[src/design/irm_pkg.sv]
// shared types and constants of the icmp reply matcher
package irm_pkg;

    // longest packet that is still classified, in bytes
    localparam int MAX_PACKET_BYTES = 65535;
    // entries in the queue between the parser and the classifier
    localparam int SUMMARY_DEPTH = 4;

    localparam logic [3:0] IP_VERSION         = 4'd4;
    localparam logic [5:0] MIN_IP_HEADER      = 6'd20;
    localparam logic [7:0] TYPE_ECHO_REPLY    = 8'd0;
    localparam logic [7:0] TYPE_TIME_EXCEEDED = 8'd11;

    localparam logic [1:0] OUTCOME_MALFORMED  = 2'd0;
    localparam logic [1:0] OUTCOME_NO_MATCH   = 2'd1;
    localparam logic [1:0] OUTCOME_ECHO_MATCH = 2'd2;
    localparam logic [1:0] OUTCOME_TE_MATCH   = 2'd3;

    localparam int CFG_INDEX_W = 8;
    localparam int CFG_DATA_W  = 16;
    localparam logic [CFG_INDEX_W-1:0] CFG_MATCH_IDENTIFIER = 8'd0;
    localparam logic [CFG_INDEX_W-1:0] CFG_MATCH_SEQUENCE   = 8'd1;

    typedef struct packed {
        logic [7:0] packet_byte;
        logic       end_of_packet;
    } packet_t;

    typedef struct packed {
        logic [1:0]  outcome;
        logic [7:0]  icmp_type;
        logic [7:0]  icmp_code;
        logic [15:0] icmp_checksum;
        logic [7:0]  hop_limit;
        logic [31:0] source_address;
        logic [15:0] data_length;
    } result_t;

    // fields captured from one packet, handed from parser to classifier
    typedef struct packed {
        logic [15:0] last_offset;
        logic        version_ok;
        logic [5:0]  outer_hlen;
        logic [7:0]  ttl;
        logic [31:0] source;
        logic [15:0] type_code;
        logic [15:0] checksum;
        logic [31:0] outer_id_seq;
        logic [5:0]  inner_hlen;
        logic [31:0] inner_id_seq;
    } summary_t;

endpackage

[src/design/icmp_reply_matcher_unit.sv]
// top level of the icmp reply matcher
//
// input channel: one ipv4 packet byte per item on packet, with end_of_packet
//   set on the final byte; an item is taken when push is high and full is low
// result channel: one item per packet, the oldest on result while empty is low,
//   taken when pop is high; outcome, outer icmp type/code/checksum, ttl,
//   ip source address and data length
// configuration: cfg_valid/cfg_ready write match_identifier (index 0) and
//   match_sequence (index 1); cfg_ready is always high, other indexes are ignored
// throughput: one byte per cycle unless full; the parser keeps only an offset
//   counter and captured fields, and packets of any length can follow each other
//   directly; result path: the summary enters the queue when the final byte is
//   taken and moves into the result register once that register is empty or popped
// stall: a held result keeps its place; up to four finished packets wait in the
//   summary queue, and full rises only once that queue is full
// reset: the byte counter, captured fields, queue and result valid flag clear,
//   both match registers return to zero
module icmp_reply_matcher_unit
    import irm_pkg::*;
(
    input  logic                   clk,
    input  logic                   rst_n,
    input  logic                   push,
    output logic                   full,
    input  packet_t                packet,
    output logic                   empty,
    input  logic                   pop,
    output result_t                result,
    input  logic                   cfg_valid,
    output logic                   cfg_ready,
    input  logic [CFG_INDEX_W-1:0] cfg_index,
    input  logic [CFG_DATA_W-1:0]  cfg_data
);

    logic     accept;
    logic     summary_push;
    summary_t summary_in;
    summary_t summary_out;
    logic     summary_valid;
    logic     summary_take;

    // a byte is taken whenever the queue has room for a possible final byte
    assign accept    = push && !full;
    assign cfg_ready = 1'b1;

    irm_parser u_parser (
        .clk          (clk),
        .rst_n        (rst_n),
        .accept       (accept),
        .packet       (packet),
        .summary_push (summary_push),
        .summary      (summary_in)
    );

    irm_fifo u_fifo (
        .clk       (clk),
        .rst_n     (rst_n),
        .wr_en     (summary_push),
        .wr_data   (summary_in),
        .rd_en     (summary_take),
        .rd_data   (summary_out),
        .full      (full),
        .not_empty (summary_valid)
    );

    irm_classifier u_classifier (
        .clk           (clk),
        .rst_n         (rst_n),
        .cfg_valid     (cfg_valid && cfg_ready),
        .cfg_index     (cfg_index),
        .cfg_data      (cfg_data),
        .summary_valid (summary_valid),
        .summary       (summary_out),
        .summary_take  (summary_take),
        .pop           (pop),
        .empty         (empty),
        .result        (result)
    );

endmodule

[src/design/irm_parser.sv]
// front end: walks the packet bytes and captures header fields
module irm_parser
    import irm_pkg::*;
(
    input  logic     clk,
    input  logic     rst_n,
    input  logic     accept,
    input  packet_t  packet,
    output logic     summary_push,
    output summary_t summary
);

    logic [15:0] offset_reg;
    logic [5:0]  hlen_reg;
    logic        ver_reg;
    logic [7:0]  ttl_reg;
    logic [31:0] src_reg;
    logic [15:0] type_code_reg;
    logic [15:0] checksum_reg;
    logic [31:0] oid_reg;
    logic [5:0]  ihlen_reg;
    logic [31:0] iid_reg;

    logic [7:0]  b;
    logic        idx_zero;
    logic [5:0]  hlen_next;
    logic        ver_next;
    logic [7:0]  ttl_next;
    logic [31:0] src_next;
    logic [6:0]  outer_end;
    logic        in_outer;
    logic [2:0]  rel;
    logic [15:0] type_code_next;
    logic [15:0] checksum_next;
    logic [31:0] oid_next;
    logic [5:0]  ihlen_next;
    logic [7:0]  inner_base;
    logic [8:0]  inner_lo;
    logic [8:0]  inner_hi;
    logic        in_inner;
    logic [31:0] iid_next;
    logic [15:0] offset_next;

    always_comb
    begin
        b         = packet.packet_byte;
        idx_zero  = (offset_reg == 16'd0);
        // header length is usable on the very byte that carries it
        hlen_next = idx_zero ? {b[3:0], 2'b00} : hlen_reg;
        ver_next  = idx_zero ? (b[7:4] == IP_VERSION) : ver_reg;
        ttl_next  = (offset_reg == 16'd8) ? b : ttl_reg;
        src_next  = (offset_reg >= 16'd12 && offset_reg <= 16'd15) ?
                    {src_reg[23:0], b} : src_reg;

        outer_end = {1'b0, hlen_next} + 7'd8;
        in_outer  = (offset_reg >= {10'd0, hlen_next}) &&
                    (offset_reg < {9'd0, outer_end});
        rel       = offset_reg[2:0] - hlen_next[2:0];

        type_code_next = type_code_reg;
        checksum_next  = checksum_reg;
        oid_next       = oid_reg;
        if (in_outer)
        begin
            priority if (rel[2:1] == 2'b00)
                type_code_next = {type_code_reg[7:0], b};
            else if (rel[2] == 1'b0)
                checksum_next = {checksum_reg[7:0], b};
            else
                oid_next = {oid_reg[23:0], b};
        end

        // first byte of the quoted ip header
        ihlen_next = (offset_reg == {9'd0, outer_end}) ? {b[3:0], 2'b00} : ihlen_reg;

        inner_base = {2'b00, hlen_next} + 8'd8 + {2'b00, ihlen_reg};
        inner_lo   = {1'b0, inner_base} + 9'd4;
        inner_hi   = {1'b0, inner_base} + 9'd8;
        in_inner   = (offset_reg >= {7'd0, inner_lo}) && (offset_reg < {7'd0, inner_hi});
        iid_next   = in_inner ? {iid_reg[23:0], b} : iid_reg;

        // counter sticks at all ones so that huge packets stay malformed
        offset_next = (offset_reg == 16'hFFFF) ? offset_reg : offset_reg + 16'd1;

        summary_push = accept && packet.end_of_packet;
        summary.last_offset  = offset_reg;
        summary.version_ok   = ver_next;
        summary.outer_hlen   = hlen_next;
        summary.ttl          = ttl_next;
        summary.source       = src_next;
        summary.type_code    = type_code_next;
        summary.checksum     = checksum_next;
        summary.outer_id_seq = oid_next;
        summary.inner_hlen   = ihlen_next;
        summary.inner_id_seq = iid_next;
    end

    always_ff @(posedge clk or negedge rst_n)
    begin
        if (!rst_n)
        begin
            offset_reg    <= '0;
            hlen_reg      <= '0;
            ver_reg       <= 1'b0;
            ttl_reg       <= '0;
            src_reg       <= '0;
            type_code_reg <= '0;
            checksum_reg  <= '0;
            oid_reg       <= '0;
            ihlen_reg     <= '0;
            iid_reg       <= '0;
        end
        else if (accept)
        begin
            if (packet.end_of_packet)
            begin
                offset_reg    <= '0;
                hlen_reg      <= '0;
                ver_reg       <= 1'b0;
                ttl_reg       <= '0;
                src_reg       <= '0;
                type_code_reg <= '0;
                checksum_reg  <= '0;
                oid_reg       <= '0;
                ihlen_reg     <= '0;
                iid_reg       <= '0;
            end
            else
            begin
                offset_reg    <= offset_next;
                hlen_reg      <= hlen_next;
                ver_reg       <= ver_next;
                ttl_reg       <= ttl_next;
                src_reg       <= src_next;
                type_code_reg <= type_code_next;
                checksum_reg  <= checksum_next;
                oid_reg       <= oid_next;
                ihlen_reg     <= ihlen_next;
                iid_reg       <= iid_next;
            end
        end
    end

endmodule

[src/design/irm_fifo.sv]
// short queue of packet summaries between parser and classifier
module irm_fifo
    import irm_pkg::*;
(
    input  logic     clk,
    input  logic     rst_n,
    input  logic     wr_en,
    input  summary_t wr_data,
    input  logic     rd_en,
    output summary_t rd_data,
    output logic     full,
    output logic     not_empty
);

    localparam int PTR_W = (SUMMARY_DEPTH > 1) ? $clog2(SUMMARY_DEPTH) : 1;
    localparam int CNT_W = $clog2(SUMMARY_DEPTH + 1);

    summary_t           entry_reg [SUMMARY_DEPTH];
    logic [PTR_W-1:0]   wr_ptr_reg;
    logic [PTR_W-1:0]   rd_ptr_reg;
    logic [CNT_W-1:0]   count_reg;
    logic [PTR_W-1:0]   wr_ptr_next;
    logic [PTR_W-1:0]   rd_ptr_next;

    always_comb
    begin
        full        = (count_reg == CNT_W'(SUMMARY_DEPTH));
        not_empty   = (count_reg != '0);
        rd_data     = entry_reg[rd_ptr_reg];
        wr_ptr_next = (wr_ptr_reg == PTR_W'(SUMMARY_DEPTH - 1)) ? '0 : wr_ptr_reg + 1'b1;
        rd_ptr_next = (rd_ptr_reg == PTR_W'(SUMMARY_DEPTH - 1)) ? '0 : rd_ptr_reg + 1'b1;
    end

    always_ff @(posedge clk)
    begin
        if (wr_en)
            entry_reg[wr_ptr_reg] <= wr_data;
    end

    always_ff @(posedge clk or negedge rst_n)
    begin
        if (!rst_n)
        begin
            wr_ptr_reg <= '0;
            rd_ptr_reg <= '0;
            count_reg  <= '0;
        end
        else
        begin
            if (wr_en)
                wr_ptr_reg <= wr_ptr_next;
            if (rd_en)
                rd_ptr_reg <= rd_ptr_next;
            if (wr_en && !rd_en)
                count_reg <= count_reg + 1'b1;
            else if (rd_en && !wr_en)
                count_reg <= count_reg - 1'b1;
        end
    end

endmodule

[src/design/irm_classifier.sv]
// back end: bounds checks, id and sequence match, result register
module irm_classifier
    import irm_pkg::*;
(
    input  logic                   clk,
    input  logic                   rst_n,
    input  logic                   cfg_valid,
    input  logic [CFG_INDEX_W-1:0] cfg_index,
    input  logic [CFG_DATA_W-1:0]  cfg_data,
    input  logic                   summary_valid,
    input  summary_t               summary,
    output logic                   summary_take,
    input  logic                   pop,
    output logic                   empty,
    output result_t                result
);

    logic [15:0] match_id_reg;
    logic [15:0] match_seq_reg;
    logic        valid_reg;
    result_t     result_reg;

    logic [16:0] pkt_len;
    logic        malformed;
    logic [15:0] icmp_bytes;
    logic [31:0] want;
    logic [7:0]  outer_type;
    logic        te_bounds_ok;
    result_t     result_next;

    always_comb
    begin
        pkt_len   = {1'b0, summary.last_offset} + 17'd1;
        malformed = ({1'b0, summary.last_offset} >= 17'(MAX_PACKET_BYTES)) ||
                    (pkt_len < 17'd20) ||
                    !summary.version_ok ||
                    (summary.outer_hlen < MIN_IP_HEADER) ||
                    (pkt_len < {11'd0, summary.outer_hlen} + 17'd8);
        icmp_bytes = pkt_len[15:0] - {10'd0, summary.outer_hlen};
        want       = {match_id_reg, match_seq_reg};
        outer_type = summary.type_code[15:8];
        // quoted header must fit with its icmp header behind it
        te_bounds_ok = (icmp_bytes >= 16'd36) &&
                       (summary.inner_hlen >= MIN_IP_HEADER) &&
                       ({10'd0, summary.inner_hlen} + 16'd16 <= icmp_bytes);

        result_next.outcome        = OUTCOME_NO_MATCH;
        result_next.icmp_type      = outer_type;
        result_next.icmp_code      = summary.type_code[7:0];
        result_next.icmp_checksum  = summary.checksum;
        result_next.hop_limit      = summary.ttl;
        result_next.source_address = summary.source;
        result_next.data_length    = '0;
        if (malformed)
            result_next = '0;
        else if (outer_type == TYPE_ECHO_REPLY)
        begin
            if (summary.outer_id_seq == want)
            begin
                result_next.outcome     = OUTCOME_ECHO_MATCH;
                result_next.data_length = icmp_bytes - 16'd8;
            end
        end
        else if (outer_type == TYPE_TIME_EXCEEDED)
        begin
            if (te_bounds_ok && summary.inner_id_seq == want)
            begin
                result_next.outcome     = OUTCOME_TE_MATCH;
                result_next.data_length = icmp_bytes;
            end
        end

        summary_take = summary_valid && (!valid_reg || pop);
        empty        = !valid_reg;
        result       = result_reg;
    end

    always_ff @(posedge clk)
    begin
        if (summary_take)
            result_reg <= result_next;
    end

    always_ff @(posedge clk or negedge rst_n)
    begin
        if (!rst_n)
        begin
            match_id_reg  <= '0;
            match_seq_reg <= '0;
            valid_reg     <= 1'b0;
        end
        else
        begin
            if (cfg_valid)
            begin
                unique case (cfg_index)
                    CFG_MATCH_IDENTIFIER: match_id_reg  <= cfg_data;
                    CFG_MATCH_SEQUENCE:   match_seq_reg <= cfg_data;
                    default:              ;
                endcase
            end
            if (summary_take)
                valid_reg <= 1'b1;
            else if (pop)
                valid_reg <= 1'b0;
        end
    end

endmodule

[config.mk]
export PLATFORM = sky130hd
export DESIGN_NAME = icmp_reply_matcher_unit
export DESIGN_NICKNAME = d
export VERILOG_FILES = /design/src/design/irm_pkg.sv /design/src/design/icmp_reply_matcher_unit.sv /design/src/design/irm_parser.sv /design/src/design/irm_fifo.sv /design/src/design/irm_classifier.sv
export SDC_FILE = /design/constraint.sdc
export NUM_CORES = 1
export LEC_CHECK = 0
export BUFFER_PORTS_ARGS = -buffer_cell sky130_fd_sc_hd__buf_2
export CAP_MARGIN = 10
export CORE_MARGIN = 5
export CORE_UTILIZATION = 25
export CTS_BUF_LIST = sky130_fd_sc_hd__clkbuf_8
export DETAILED_ROUTE_END_ITERATION = 7
export GPL_ROUTABILITY_DRIVEN = 0
export SYNTH_ARGS = -nofsm -noshare
export SYNTH_HDL_FRONTEND = slang
export SYNTH_SLANG_ARGS = --single-unit
[constraint.sdc]
create_clock -name clk -period 20 [get_ports clk]
set_input_delay 2 -clock clk [delete_from_list [all_inputs] [get_ports clk]]
set_output_delay 2 -clock clk [all_outputs]
set_load 0.1 [all_outputs]
; Word-level counts from Yosys, hierarchy flattened
; Memories as Yosys holds them, arrays and structs flattened.
; Cells that the tools add are included.
[word_totals]
regBits = 295
ram_bits = 660
in_bits = 38
out_inout_bits = 93
mem_count = 1
[op_classes]
n_addsub = 16
order_cmp = 13
eq_ne = 12
mux = 41
reduce_logical = 31
[mem_list]
columns = name, words, width, read_ports, rd_ports_with_merged_regs, wr, line
row1 = u_fifo.entry_reg, 4, 165, 1, 0, 1, irm_fifo.sv:18  ; summary_t entry_reg [SUMMARY_DEPTH];
[op_table]
columns = op, n
row1 = $mux 32, 8
row2 = $mux 16, 13
row3 = $eq 32x32->1, 2
row4 = $mux 6, 4
row5 = $add 6x4->7 const B, 3
row6 = $add 16x1->17 const B, 1
row7 = $lt 17x17->1, 1
row8 = $lt 17x5->1 const B, 1
row9 = $add 16x1->16 const B, 1
row10 = $eq 16x16->1 const B, 1
row11 = $eq 16x4->1 const B, 1
row12 = $eq 16x7->1, 1
row13 = $ge 16x16->1 const B, 1
row14 = $ge 16x4->1 const B, 1
row15 = $ge 16x6->1, 1
row16 = $ge 16x6->1 const B, 1
row17 = $ge 16x9->1, 1
row18 = $le 16x16->1, 1
row19 = $le 16x4->1 const B, 1
row20 = $logic_not 16->1, 1
row21 = $logic_not 8->1, 2
row22 = $lt 16x7->1, 1
row23 = $lt 16x9->1, 1
row24 = $mux 8, 2
row25 = 28 further kinds, 62

; Longest topological paths before layout
; Gate-level depths: netlist (run 1).
; An unclocked memory read counts as a cell.
[logic_depth]
ltp_word = 10
mapped_depth = 25

; Modules after synthesis
; A second synthesis (run 1) with hierarchy kept.
[hier_totals]
cells_unflattened = 2659
area_unflattened_um2 = 42395.7
[modules_own_cells]
columns = mod, n_inst, cells_each, area_each_um2, seq_area_each_um2
row1 = irm_fifo, 1, 899, 24235.7, 19994.2
row2 = irm_parser, 1, 1142, 11041.8, 4129.0
row3 = irm_classifier, 1, 615, 7093.1, 3528.4
row4 = icmp_reply_matcher_unit, 1, 3, 25.0, 0.0

; Worst setup path before layout (run 1)
; Ideal clock, no wire load.
[synth_path]
path_type = input to register
start = input pop
end = register u_fifo.count_reg[1]
setup_time_ns = 0.125
arrival_time_ns = 7.824
path_slack_ns = 12.052
stages = 7
n_path_buf = 0
cell_sequence = inv_1 -> a21oi_1 -> inv_1 -> ha_1 -> inv_1 -> fa_1 -> mux2_2
[synth_via]
elab_chain_len = 5
elab_cells_between_ends = 7
classes_between = 1 x mux / 6 x reduce/logical
[synth_rtl]
columns = item, line
row1 = start: declaration, icmp_reply_matcher_unit.sv:27  ; input logic pop,
row2 = $logic_or 1x1->1 (*), irm_classifier.sv:73  ; summary_take = summary_valid && (!valid_reg || pop);
row3 = $logic_and 1x1->1 (*), irm_classifier.sv:73
row4 = net summary_take, icmp_reply_matcher_unit.sv:40  ; logic summary_take;
row5 = $logic_not 1->1, irm_fifo.sv:54  ; if (wr_en && !rd_en)
row6 = $logic_and 1x1->1, irm_fifo.sv:54
row7 = $mux 3 or $reduce_bool 2->1 (tied branches), n/a
row8 = end signal: assignment, irm_fifo.sv:55  ; count_reg <= count_reg + 1'b1;
row9 = end signal: assignment, irm_fifo.sv:57  ; count_reg <= count_reg - 1'b1;
row10 = end: declaration, irm_fifo.sv:21  ; logic [CNT_W-1:0] count_reg;
; The timed path passes the listed nets; every way through them passes the cells marked *.
; A chain may end at the register's enable or synchronous reset.

==> results.cfg, run 1 <==
[clocking]
numCtsBuffers = 159
clk_pin_slew_ps = 60
cts.hold.buffers_added = 0
clockRootBuffer = sky130_fd_sc_hd__clkbuf_8
cts.path.max_buffers = 3
postcts_setup_bufs = 0
post_cts_resized = 0
cts-htree-levels = 4
cts.sinks = 955
insertion_delay_ps = 830
cts_tree = yes

[power_and_ir_drop]
finalPower_mw = 7.284
powerDensity_mw_per_mm2 = 155.8
vdd.ir_drop.worst_mv = 0.1102
static-leakage-power_nw = 17.02

[logic_synthesis]
synth_top_area_share_pct = 55.69
mappedNetlistArea_mm2 = 0.04044
synthArstFlopShare_pct = 21.47
ys_seq_area_share_pct = 68.37
synth_edf_count = 750
number_of_synthesized_register_bits = 955
ys_top_cells_by_area = sky130_fd_sc_hd__edfxtp_1 56%, sky130_fd_sc_hd__dfrtp_1 13%, sky130_fd_sc_hd__mux4_2 9.2%, sky130_fd_sc_hd__mux2_2 3.3%, sky130_fd_sc_hd__a22o_1 2.4%
yosysUniqueCellTypes = 78
syn_area_per_cell_um2 = 16.99
syn_inst = 2381
yosys_warnings = 0
cell_type_with_the_largest_total_area_after_synthesis = sky130_fd_sc_hd__edfxtp_1
synth_ff_type = sky130_fd_sc_hd__edfxtp_1

[setup_path]
critical_path_arrival_ps = 8120
criticalPathCategory = reg2reg
cp_max_fo = 33
critical_path.max_stage_delay_ps = 650
critPathLaunchType = flip-flop
critPathRequiredTime_ps = 20570
crit_slowest_cell = sky130_fd_sc_hd__nor2_1
critPathCaptureType = flip-flop
crit_path_cell_trace = nor4_1, nand4_1, nor2_1, mux2i_1, inv_1, ha_1, ha_1, nand2_1, o21ai_0, xor2_1, and2_1, nand2_1, xnor2_1, ha_1, o21a_1, o21a_1, o21a_1, or3_1, buf_4, nor2_4, buf_4, mux2_2

[sta]
timing.final.max_slew_violations = 0
finalCritPeriodShare_pct = 37.75
fin_worst_hold_slack_ps = 480.8
final-setup-viol-count = 0
timing.final.hold_violations = 0
worst_clk_skew_ps = 34.07
fin_setup_tns_ps = 0
max_clock_freq_mhz = 132.5
max-slew-margin-rel_pct = 25.37
rsz_0062_raised_after_global_routing = false
tightest_pin_transition_ps = 1120
fin_crit_ps = 7549

[grt]
grt_overflow = 0
grt_antenna_before_repair = 21
first_global_vias = 22309
grt_start_max_net_pins = 80
grt_pass1_wl_um = 146300
grtUsageTotal_pct = 11.35

[place]
numPortBuffers = 129
detailed_place_hpwl_um = 61030

[routing]
post_drt_via_cell_ratio = 4.483
initialDrtViolationCount = 1669
firstDrtPassIters = 5
detailroute.via_count = 21921
wire_per_inst_um = 19.96
drt.antenna.violating_nets = 0
wl_um = 97600
drc_errors = 0

[finish]
layout-area-overhead-vs-synth_pct = 15.59
register_area_mm2 = 0.02766
n_fill_cell = 16051
drive_gt1_share_pct = 25.19
largest_register_ffs = 660
multiInputGateArea_mm2 = 0.01206
layout.nets = 2700
fin_util_pct = 29.08

[floorplanning]
initial_core_util_pct = 25.16
placeableCoreArea_mm2 = 0.1608
io_pins = 131
die_boundary_width_um = 412.2
design.die.area_mm2 = 0.1699
floorplan.die.height_um = 412.2
placement_rows = 147

[outcome]
result_of_the_run = completed

[min_path]
hp-class = reg2reg

[job]
drv.max_cap_violation_count = 0
-- logic make-up after synthesis --
logic type	synth area share, %
flip-flops	68.37
AND/OR/NAND/NOR	4.882
AO/OA/AOI/OAI	6.352
multiplexers	13.34
buffers and inverters	2.036
XOR/XNOR	2.766
adder cells (fa/ha/maj)	2.240
other	0.009272
-- routing by layer --
layer / vias up / global-route usage, % / part of all wire [%]
met1: 11332 / 15.61 / 45
met4: 8 / 3.390 / 2.5
met3: 175 / 2.821 / 5.8
li1: 9815 / - / -
met2: 591 / 17.79 / 47
met5: - / 0 / 0.050
-- final timing paths --
kind	start	endpoint	slack, ps	depth (start not counted)
min	u_parser.hlen_reg[0]	u_parser.hlen_reg[0]	480	1
max in group asynchronous	rst_n	u_fifo.rd_ptr_reg[0]	16440	3
min in group asynchronous	rst_n	u_parser.type_code_reg[6]	1160	1
max	u_parser.offset_reg[12]	u_fifo.entry_reg[3][25]	12450	22
min reg2reg	u_parser.hlen_reg[0]	u_parser.hlen_reg[0]	480	1
max reg2reg	u_parser.offset_reg[12]	u_fifo.entry_reg[3][25]	12450	22
-- area by class of cell --
cell class              instances  share of cell area, %
flip-flops and latches        955                  59.17
clock buffers                 176                  5.182
inverters                      81                 0.6504
multi-input cells            1228                  25.80
clock inverters               120                  1.386
diodes                          3                0.01606
repair buffers                167                  2.013
well taps                    2160                  5.781
-- cells in the mapped netlist (all sizes together), types with 4 or more instances --
master / number
dfrtp: 205
o21ai: 62
a22o: 110
nand3: 24
mux2: 119
ha: 66
o22ai: 13
nand4: 29
nor3: 15
and2: 13
edfxtp: 750
mux4: 165
nor2b: 81
nand2: 107
xor2: 34
or3: 7
buf: 27
and3: 10
nor2: 53
nor4: 11
a21o: 13
o211ai: 36
o311ai: 32
xnor2: 92
fa: 4
o21a: 18
mux2i: 34
a211oi: 5
inv: 80
clkbuf: 92
nand2b: 8
a21oi: 24
-- power by group --
group	total [mW]	internal [mW]	switching [mW]
combinational	2.95	0.954	1.99
sequential	2.70	2.55	0.151
clock	1.64	0.855	0.783
total	7.28	4.36	2.93
-- per-stage QoR --
| stage | worst slack (ps) | cell area, um^2 | cells |
|---|---|---|---|
| after floorplan | 12050 | 40450 | 2383 |
| after global placement | 12490 | 43670 | 4591 |
| after detailed placement | 12330 | 43670 | 4591 |
| after CTS | 12400 | 46740 | 4887 |
| after global routing | 11840 | 46740 | 4888 |
| final | 12450 | 46750 | 4890 |
-- critical path: cells and delay by family (launching register included) --
family / cells / cell delay [ps]
and+or+nand+nor: 8 / 2560
AOI/OAI and AO/OA: 4 / 870
DFF: 1 / 470
xor gates and xnor gates: 2 / 460
adders and majority gates: 3 / 1010
buffers and inverters: 3 / 940
muxes: 2 / 960
-- layout by cell type, fill, tap and decap left out, types with 4 or more instances in the layout --
cell type,netlist,final
sky130_fd_sc_hd__nor2_1,53,50
sky130_fd_sc_hd__nor3_1,14,13
sky130_fd_sc_hd__clkbuf_8,0,176
sky130_fd_sc_hd__ha_1,66,66
sky130_fd_sc_hd__and3_4,1,5
sky130_fd_sc_hd__a21o_1,13,13
sky130_fd_sc_hd__nor4_1,10,10
sky130_fd_sc_hd__xnor2_1,90,90
sky130_fd_sc_hd__clkinv_2,0,10
sky130_fd_sc_hd__mux2_2,119,119
sky130_fd_sc_hd__nor2b_1,81,81
sky130_fd_sc_hd__edfxtp_1,750,750
sky130_fd_sc_hd__or3_1,7,7
sky130_fd_sc_hd__inv_1,79,155
sky130_fd_sc_hd__nand2_1,107,107
sky130_fd_sc_hd__mux2i_1,34,34
sky130_fd_sc_hd__nand3_1,23,23
sky130_fd_sc_hd__mux4_2,165,165
sky130_fd_sc_hd__o21a_1,18,18
sky130_fd_sc_hd__o311ai_0,32,32
sky130_fd_sc_hd__buf_2,9,128
sky130_fd_sc_hd__nand2b_1,8,6
sky130_fd_sc_hd__o21ai_0,60,59
sky130_fd_sc_hd__a21oi_1,24,22
sky130_fd_sc_hd__fa_1,4,4
sky130_fd_sc_hd__dfrtp_1,205,203
sky130_fd_sc_hd__xor2_1,34,34
sky130_fd_sc_hd__a211oi_1,4,4
sky130_fd_sc_hd__a22o_1,110,110
sky130_fd_sc_hd__nand4_1,29,29
sky130_fd_sc_hd__and3_1,9,5
sky130_fd_sc_hd__buf_4,8,38
sky130_fd_sc_hd__o22ai_1,12,12
sky130_fd_sc_hd__o211ai_1,36,36
sky130_fd_sc_hd__and2_1,11,11
sky130_fd_sc_hd__clkinv_1,1,19
(Power assumes the default switching activity.)
==> run 2, diff against run 1 <==
==> constraint.sdc (replaced) <==
create_clock -name clk -period 6.1 [get_ports clk]
set_input_delay 0.61 -clock clk [delete_from_list [all_inputs] [get_ports clk]]
set_output_delay 0.61 -clock clk [all_outputs]
set_load 0.1 [all_outputs]
==> results.cfg, run 2 (synthesis gave the netlist of run 1 again) <==
[outcome]
result_of_the_run = completed

[power_and_ir_drop]
cellInternalPower_mw = 14.61
static-leakage-power_nw = 17.24
net_load_switching_power_mw = 9.639
comb_power_share_pct = 41.1
power_switching_share_pct = 39.76
powerDensity_mw_per_mm2 = 512.4
share_clk_of_total_power_pct = 23.0
seqPwrFrac_pct = 35.9
vdd.ir_drop.worst_mv = 0.3381

[min_path]
hp-class = in2reg

[clocking]
cts_tree = yes
clockRootBuffer = sky130_fd_sc_hd__clkbuf_8
numCtsBuffers = 157
cts.sinks = 955
cts.path.max_buffers = 3
clk_pin_slew_ps = 60
insertion_delay_ps = 840
cts-htree-levels = 4

[sta]
fin_worst_hold_slack_ps = 200.0
fin_crit_ps = 5758
timing.final.max_slew_violations = 0
finalCritPeriodShare_pct = 94.39
tightest_pin_transition_ps = 1189
final.setup.worst_slack_ps = 342.1
max-slew-margin-rel_pct = 20.72
fin_setup_tns_ps = 0
rsz_0062_raised_after_global_routing = false
worst_clk_skew_ps = 34.21
timing.final.hold_violations = 0
max_clock_freq_mhz = 173.7
final-setup-viol-count = 0

[floorplanning]
placeableCoreArea_mm2 = 0.1608
design.die.area_mm2 = 0.1699
placement_rows = 147
io_pins = 131
floorplan.die.height_um = 412.2
die_boundary_width_um = 412.2
initial_core_util_pct = 25.16

[finish]
mostFrequentLayoutCell = sky130_fd_sc_hd__edfxtp_1
layout-area-overhead-vs-synth_pct = 17.00
layout.cells.most_common_list = 750 x sky130_fd_sc_hd__edfxtp_1, 203 x sky130_fd_sc_hd__dfrtp_1, 177 x sky130_fd_sc_hd__clkbuf_8, 165 x sky130_fd_sc_hd__mux4_2, 139 x sky130_fd_sc_hd__inv_1
layout.nets = 2742
fin_util_pct = 29.44
layout.cell_area.non_filler_mm2 = 0.04732
drive_gt1_share_pct = 26.13
largest_register_ffs = 660

[grt]
grtUsageTotal_pct = 11.34
grt_antenna_before_repair = 20
grt_pass1_wl_um = 146600
first_global_vias = 22691
grt_overflow = 0
grt_start_max_net_pins = 99

[setup_path]
critical_path_arrival_ps = 6340
criticalPathCategory = reg2reg
critPathRequiredTime_ps = 6680
cp_max_fo = 12
critPathCaptureType = flip-flop
critPathLaunchType = flip-flop

[place]
dpl-instance-area_mm2 = 0.04396
place_ws_ps = 5.218
detailed_place_hpwl_um = 60020
numPortBuffers = 129

[routing]
drc_errors = 0
post_drt_via_cell_ratio = 4.453
wire_per_inst_um = 19.76
initialDrtViolationCount = 1614
detailroute.via_count = 21957
wl_um = 97420
drt.antenna.violating_nets = 0
firstDrtPassIters = 5

[job]
drv.max_cap_violation_count = 0
run 2: changes by cell type in the layout (fill, tap and decap cells not counted), moves of 3 or more:
cell	previous run	this run
sky130_fd_sc_hd__clkinv_4	0	4
sky130_fd_sc_hd__inv_1	155	139
sky130_fd_sc_hd__buf_4	38	55
sky130_fd_sc_hd__clkinv_2	10	14
sky130_fd_sc_hd__clkinv_1	19	22
sky130_fd_sc_hd__dlygate4sd3_1	0	18
sky130_fd_sc_hd__buf_12	0	9
sky130_fd_sc_hd__bufinv_16	3	7
run 2: stage by stage:
| stage | total power, mW | cells |
|---|---|---|
| 6_report | 24.24 | 4931 |
| 5_1_grt | 25.60 | 4929 |
| 4_1_cts | 24.58 | 4926 |
| 3_5_place_dp | 18.89 | 4616 |
| 3_3_place_gp | 18.80 | 4616 |
| 2_1_floorplan | 16.33 | 2383 |
run 2: power by group through the flow:
stage | combinational [mW] | sequential (mW) | clock (mW)
after floorplan | 5.58 | 10.7 | 0
after global routing | 10.8 | 8.79 | 6.05
after CTS | 10.1 | 8.72 | 5.74
after detailed placement | 10.1 | 8.84 | 0
final | 9.97 | 8.70 | 5.57
after global placement | 9.99 | 8.81 | 0
run 2: worst max-delay path: stages, from the launching register on:
cell	delay, ps
sky130_fd_sc_hd__dfrtp_1	440
sky130_fd_sc_hd__inv_1	100
sky130_fd_sc_hd__ha_1	140
sky130_fd_sc_hd__nor3b_1	180
sky130_fd_sc_hd__nand4_1	110
sky130_fd_sc_hd__buf_4	180
sky130_fd_sc_hd__nor2_4	200
sky130_fd_sc_hd__mux2i_1	260
sky130_fd_sc_hd__inv_1	150
sky130_fd_sc_hd__ha_1	340
sky130_fd_sc_hd__a21o_1	200
sky130_fd_sc_hd__a21oi_1	230
sky130_fd_sc_hd__o21bai_1	90
sky130_fd_sc_hd__a21oi_1	170
sky130_fd_sc_hd__xor2_1	370
sky130_fd_sc_hd__nor3_1	130
sky130_fd_sc_hd__a21o_1	170
sky130_fd_sc_hd__a221oi_1	290
sky130_fd_sc_hd__ha_1	290
sky130_fd_sc_hd__o21a_1	100
sky130_fd_sc_hd__o21a_1	170
sky130_fd_sc_hd__or3_1	370
sky130_fd_sc_hd__nor2_4	140
sky130_fd_sc_hd__buf_4	260
sky130_fd_sc_hd__mux2_2	400
run 2: layout make-up:
cell class | count | area (um^2)
tap | 2160 | 2703
sequential | 955 | 27660
clock inverter | 115 | 711.9
antenna | 4 | 10.01
timing repair buffer | 211 | 1429
clock buffer | 177 | 2436
multi-input combinational | 1228 | 12070
fill | 15999 | 113400
inverter | 81 | 304.0
run 2: final timing paths:
check	from	to	slack, ps	cells after the start
max	u_parser.offset_reg[0]	u_fifo.entry_reg[0][25]	340	24
min in group asynchronous	rst_n	u_parser.type_code_reg[13]	420	2
max reg2reg	u_parser.offset_reg[0]	u_fifo.entry_reg[0][25]	340	24
min reg2reg	u_parser.hlen_reg[0]	u_parser.hlen_reg[0]	480	1
max in group asynchronous	rst_n	u_fifo.rd_ptr_reg[0]	4230	3
min	packet[7]	u_fifo.entry_reg[2][76]	200	2
run 2: per-layer routing:
| metal | track usage, % | up-vias | share of wire, % |
|---|---|---|---|
| li1 | - | 9893 | - |
| met4 | 3.077 | 6 | 1.9 |
| met3 | 2.753 | 147 | 5.3 |
| met1 | 15.50 | 11417 | 45 |
| met2 | 18.07 | 494 | 47 |
| met5 | 0 | - | 0.041 |
run 2: what timing repair did:
action,in CTS,in global routing
resized for setup,1,2
buffers inserted,0,1
pin swaps,0,1
setup endpoints to repair,5,160
endpoints found under the hold margin,128,0
cloned,0,0
hold buffers,18,0
==> run 3, diff against run 2 <==
--- a/config.mk
+++ b/config.mk
@@ -12,6 +12,7 @@
 export CTS_BUF_LIST = sky130_fd_sc_hd__clkbuf_8
 export DETAILED_ROUTE_END_ITERATION = 7
 export GPL_ROUTABILITY_DRIVEN = 0
+export SLEW_MARGIN = 10
 export SYNTH_ARGS = -nofsm -noshare
 export SYNTH_HDL_FRONTEND = slang
 export SYNTH_SLANG_ARGS = --single-unit
==> constraint.sdc (replaced) <==
create_clock -name clk -period 6.2 [get_ports clk]
set_input_delay 0.62 -clock clk [delete_from_list [all_inputs] [get_ports clk]]
set_output_delay 0.62 -clock clk [all_outputs]
set_load 0.1 [all_outputs]
==> results.cfg, run 3 (synthesis gave the netlist of run 1 again) <==
[power_and_ir_drop]
vdd.ir_drop.worst_mv = 0.3340
powerDensity_mw_per_mm2 = 502.5
cellInternalPower_mw = 14.26
net_load_switching_power_mw = 9.464
comb_power_share_pct = 41.1
share_clk_of_total_power_pct = 22.6
static-leakage-power_nw = 17.21
seqPwrFrac_pct = 36.3
power_switching_share_pct = 39.89

[sta]
fin_setup_tns_ps = 0
timing.final.hold_violations = 0
timing.final.max_slew_violations = 0
tightest_pin_transition_ps = 1098
worst_clk_skew_ps = 43.82
max_clock_freq_mhz = 173.5
finalCritPeriodShare_pct = 92.97
fin_worst_hold_slack_ps = 118.3
rsz_0062_raised_after_global_routing = false
final-setup-viol-count = 0
fin_crit_ps = 5764
max-slew-margin-rel_pct = 26.80

[finish]
largest_register_ffs = 660
layout.cells.most_common_list = 750 x sky130_fd_sc_hd__edfxtp_1, 203 x sky130_fd_sc_hd__dfrtp_1, 177 x sky130_fd_sc_hd__clkbuf_8, 165 x sky130_fd_sc_hd__mux4_2, 145 x sky130_fd_sc_hd__inv_1
n_fill_cell = 16009
layout.cell_area.non_filler_mm2 = 0.04721
layout.nets = 2735
layout-area-overhead-vs-synth_pct = 16.73
mostFrequentLayoutCell = sky130_fd_sc_hd__edfxtp_1
drive_gt1_share_pct = 26.23

[clocking]
insertion_delay_ps = 850
cts.sinks = 955
numCtsBuffers = 155
cts-htree-levels = 4
cts_tree = yes
cts.path.max_buffers = 3
clk_pin_slew_ps = 70
clockRootBuffer = sky130_fd_sc_hd__clkbuf_8

[floorplanning]
floorplan.die.height_um = 412.2
io_pins = 131
placement_rows = 147
design.die.area_mm2 = 0.1699
die_boundary_width_um = 412.2
initial_core_util_pct = 25.16
placeableCoreArea_mm2 = 0.1608

[setup_path]
critPathCaptureType = flip-flop
critPathRequiredTime_ps = 6780
setup.reg_to_reg.worst_slack_ps = 440
cp_max_fo = 12
crit_slowest_cell = sky130_fd_sc_hd__dfrtp_1
critical_path.max_stage_delay_ps = 470
cells_on_worst_reg2reg_path = 21
criticalPathCategory = reg2reg
critical_path.most_common_cell = sky130_fd_sc_hd__ha_1
r2r_end = u_fifo.entry_reg[2][27]
worstSetupStartpoint = u_parser.offset_reg[13]
reg2reg_from = u_parser.offset_reg[13]
crit_path_cell_trace = nor4_2, nand4_1, nor2_1, buf_4, mux2i_1, inv_1, ha_1, a21o_1, a21oi_1, xnor2_1, ha_1, inv_1, nor4b_1, a221oi_1, ha_1, o21a_1, o21a_1, or3_1, nor2_4, buf_4, mux2_2
critical_path_arrival_ps = 6350
critPathLaunchType = flip-flop

[outcome]
result_of_the_run = completed

[min_path]
hp-class = in2reg
hp-start = cfg_data[1]
hold-path-cell-count = 2
worst_hold_path_endpoint = u_classifier.match_id_reg[1]

[routing]
detailroute.via_count = 21994
drc_errors = 0
post_drt_via_cell_ratio = 4.467
initialDrtViolationCount = 1858
drt.antenna.violating_nets = 0
firstDrtPassIters = 5
wl_um = 97530
wire_per_inst_um = 19.81

[place]
numPortBuffers = 129
detailed_place_hpwl_um = 60230
dpl-instance-area_mm2 = 0.04396

[grt]
first_global_vias = 22409
grtUsageTotal_pct = 11.35
grt_overflow = 0
grt_start_max_net_pins = 97
grt_antenna_before_repair = 14
grt_pass1_wl_um = 146400

[job]
drv.max_cap_violation_count = 0
## run 3: cell count changes in the layout (fill, tap and decap cells not counted), moves of 2 or more
| cell | before | now |
|---|---|---|
| sky130_fd_sc_hd__bufinv_16 | 7 | 5 |
| sky130_fd_sc_hd__clkinv_1 | 22 | 14 |
| sky130_fd_sc_hd__clkinv_2 | 14 | 17 |
| sky130_fd_sc_hd__clkinv_4 | 4 | 0 |
| sky130_fd_sc_hd__clkinvlp_4 | 1 | 5 |
| sky130_fd_sc_hd__dlygate4sd3_1 | 18 | 14 |
| sky130_fd_sc_hd__inv_1 | 139 | 145 |
| sky130_fd_sc_hd__inv_6 | 4 | 2 |
| sky130_fd_sc_hd__inv_8 | 3 | 5 |
| sky130_fd_sc_hd__mux2i_1 | 34 | 32 |
| sky130_fd_sc_hd__mux2i_2 | 0 | 2 |
## run 3: layout make-up
class	count	area (um^2)	share of cell area (%)
Clock buffer	177	2436	5.160
Timing Repair Buffer	206	1381	2.926
Sequential cell	955	27660	58.59
Tap cell	2160	2703	5.725
Clock inverter	113	643.1	1.362
Antenna cell	4	10.01	0.02120
Multi-Input combinational cell	1228	12070	25.57
Inverter	81	304.0	0.6441
## run 3: routing by layer
| metal | part of all wire [%] | GRT usage [%] | vias to the layer above |
|---|---|---|---|
| li1 | - | - | 9869 |
| met3 | 6.6 | 2.894 | 138 |
| met2 | 47 | 17.70 | 629 |
| met4 | 2.0 | 3.378 | 2 |
| met5 | 0.013 | 0 | - |
| met1 | 45 | 15.61 | 11356 |
## run 3: through the flow
| stage | power (mW) | setup WS (ps) | instances | utilization [%] |
|---|---|---|---|---|
| 6_report | 23.72 | 435.7 | 4924 | 29.37 |
| 5_1_grt | 25.11 | 19.07 | 4921 | 29.36 |
| 4_1_cts | 24.05 | 292.8 | 4920 | 29.35 |
| 3_5_place_dp | 18.57 | 342.1 | 4616 | 27.35 |
| 3_3_place_gp | 18.49 | 447.7 | 4616 | 27.35 |
| 2_1_floorplan | 16.07 | 75.56 | 2383 | - |
## run 3: how the worst max path moves through the flow
| stage | endpoint | slack, ps | depth (start not counted) |
|---|---|---|---|
| 2_1_floorplan | u_fifo.entry_reg[0][25] | 80 | 23 |
| 3_3_place_gp | u_fifo.entry_reg[0][27] | 450 | 22 |
| 3_5_place_dp | u_fifo.entry_reg[2][27] | 340 | 21 |
| 4_1_cts | u_fifo.entry_reg[0][27] | 290 | 21 |
| 5_1_grt | u_fifo.entry_reg[0][27] | 20 | 21 |
| 6_report | u_fifo.entry_reg[2][27] | 440 | 21 |
## run 3: repair_timing
item,in CTS,in global routing
endpoints found under the setup margin,0,147
endpoints found under the hold margin,119,0
buffers inserted,0,0
hold buffers,14,0
gates resized for setup,0,4
## run 3: critical path, delay by kind of cell, from the launching register on
family          cells  cell delay [ps]
simple gates        6             1700
fa+ha+maj           3              910
compound gates      5              800
buf+inv             4              720
mux                 2              690
flops               1              470
xor+xnor            1              220
## run 3: power by group through the flow
stage	Clock, mW	Combinational [mW]	Sequential (mW)
2_1_floorplan	0	5.49	10.6
3_3_place_gp	0	9.78	8.71
3_5_place_dp	0	9.82	8.74
4_1_cts	5.54	9.88	8.62
5_1_grt	5.86	10.6	8.69
6_report	5.37	9.75	8.60
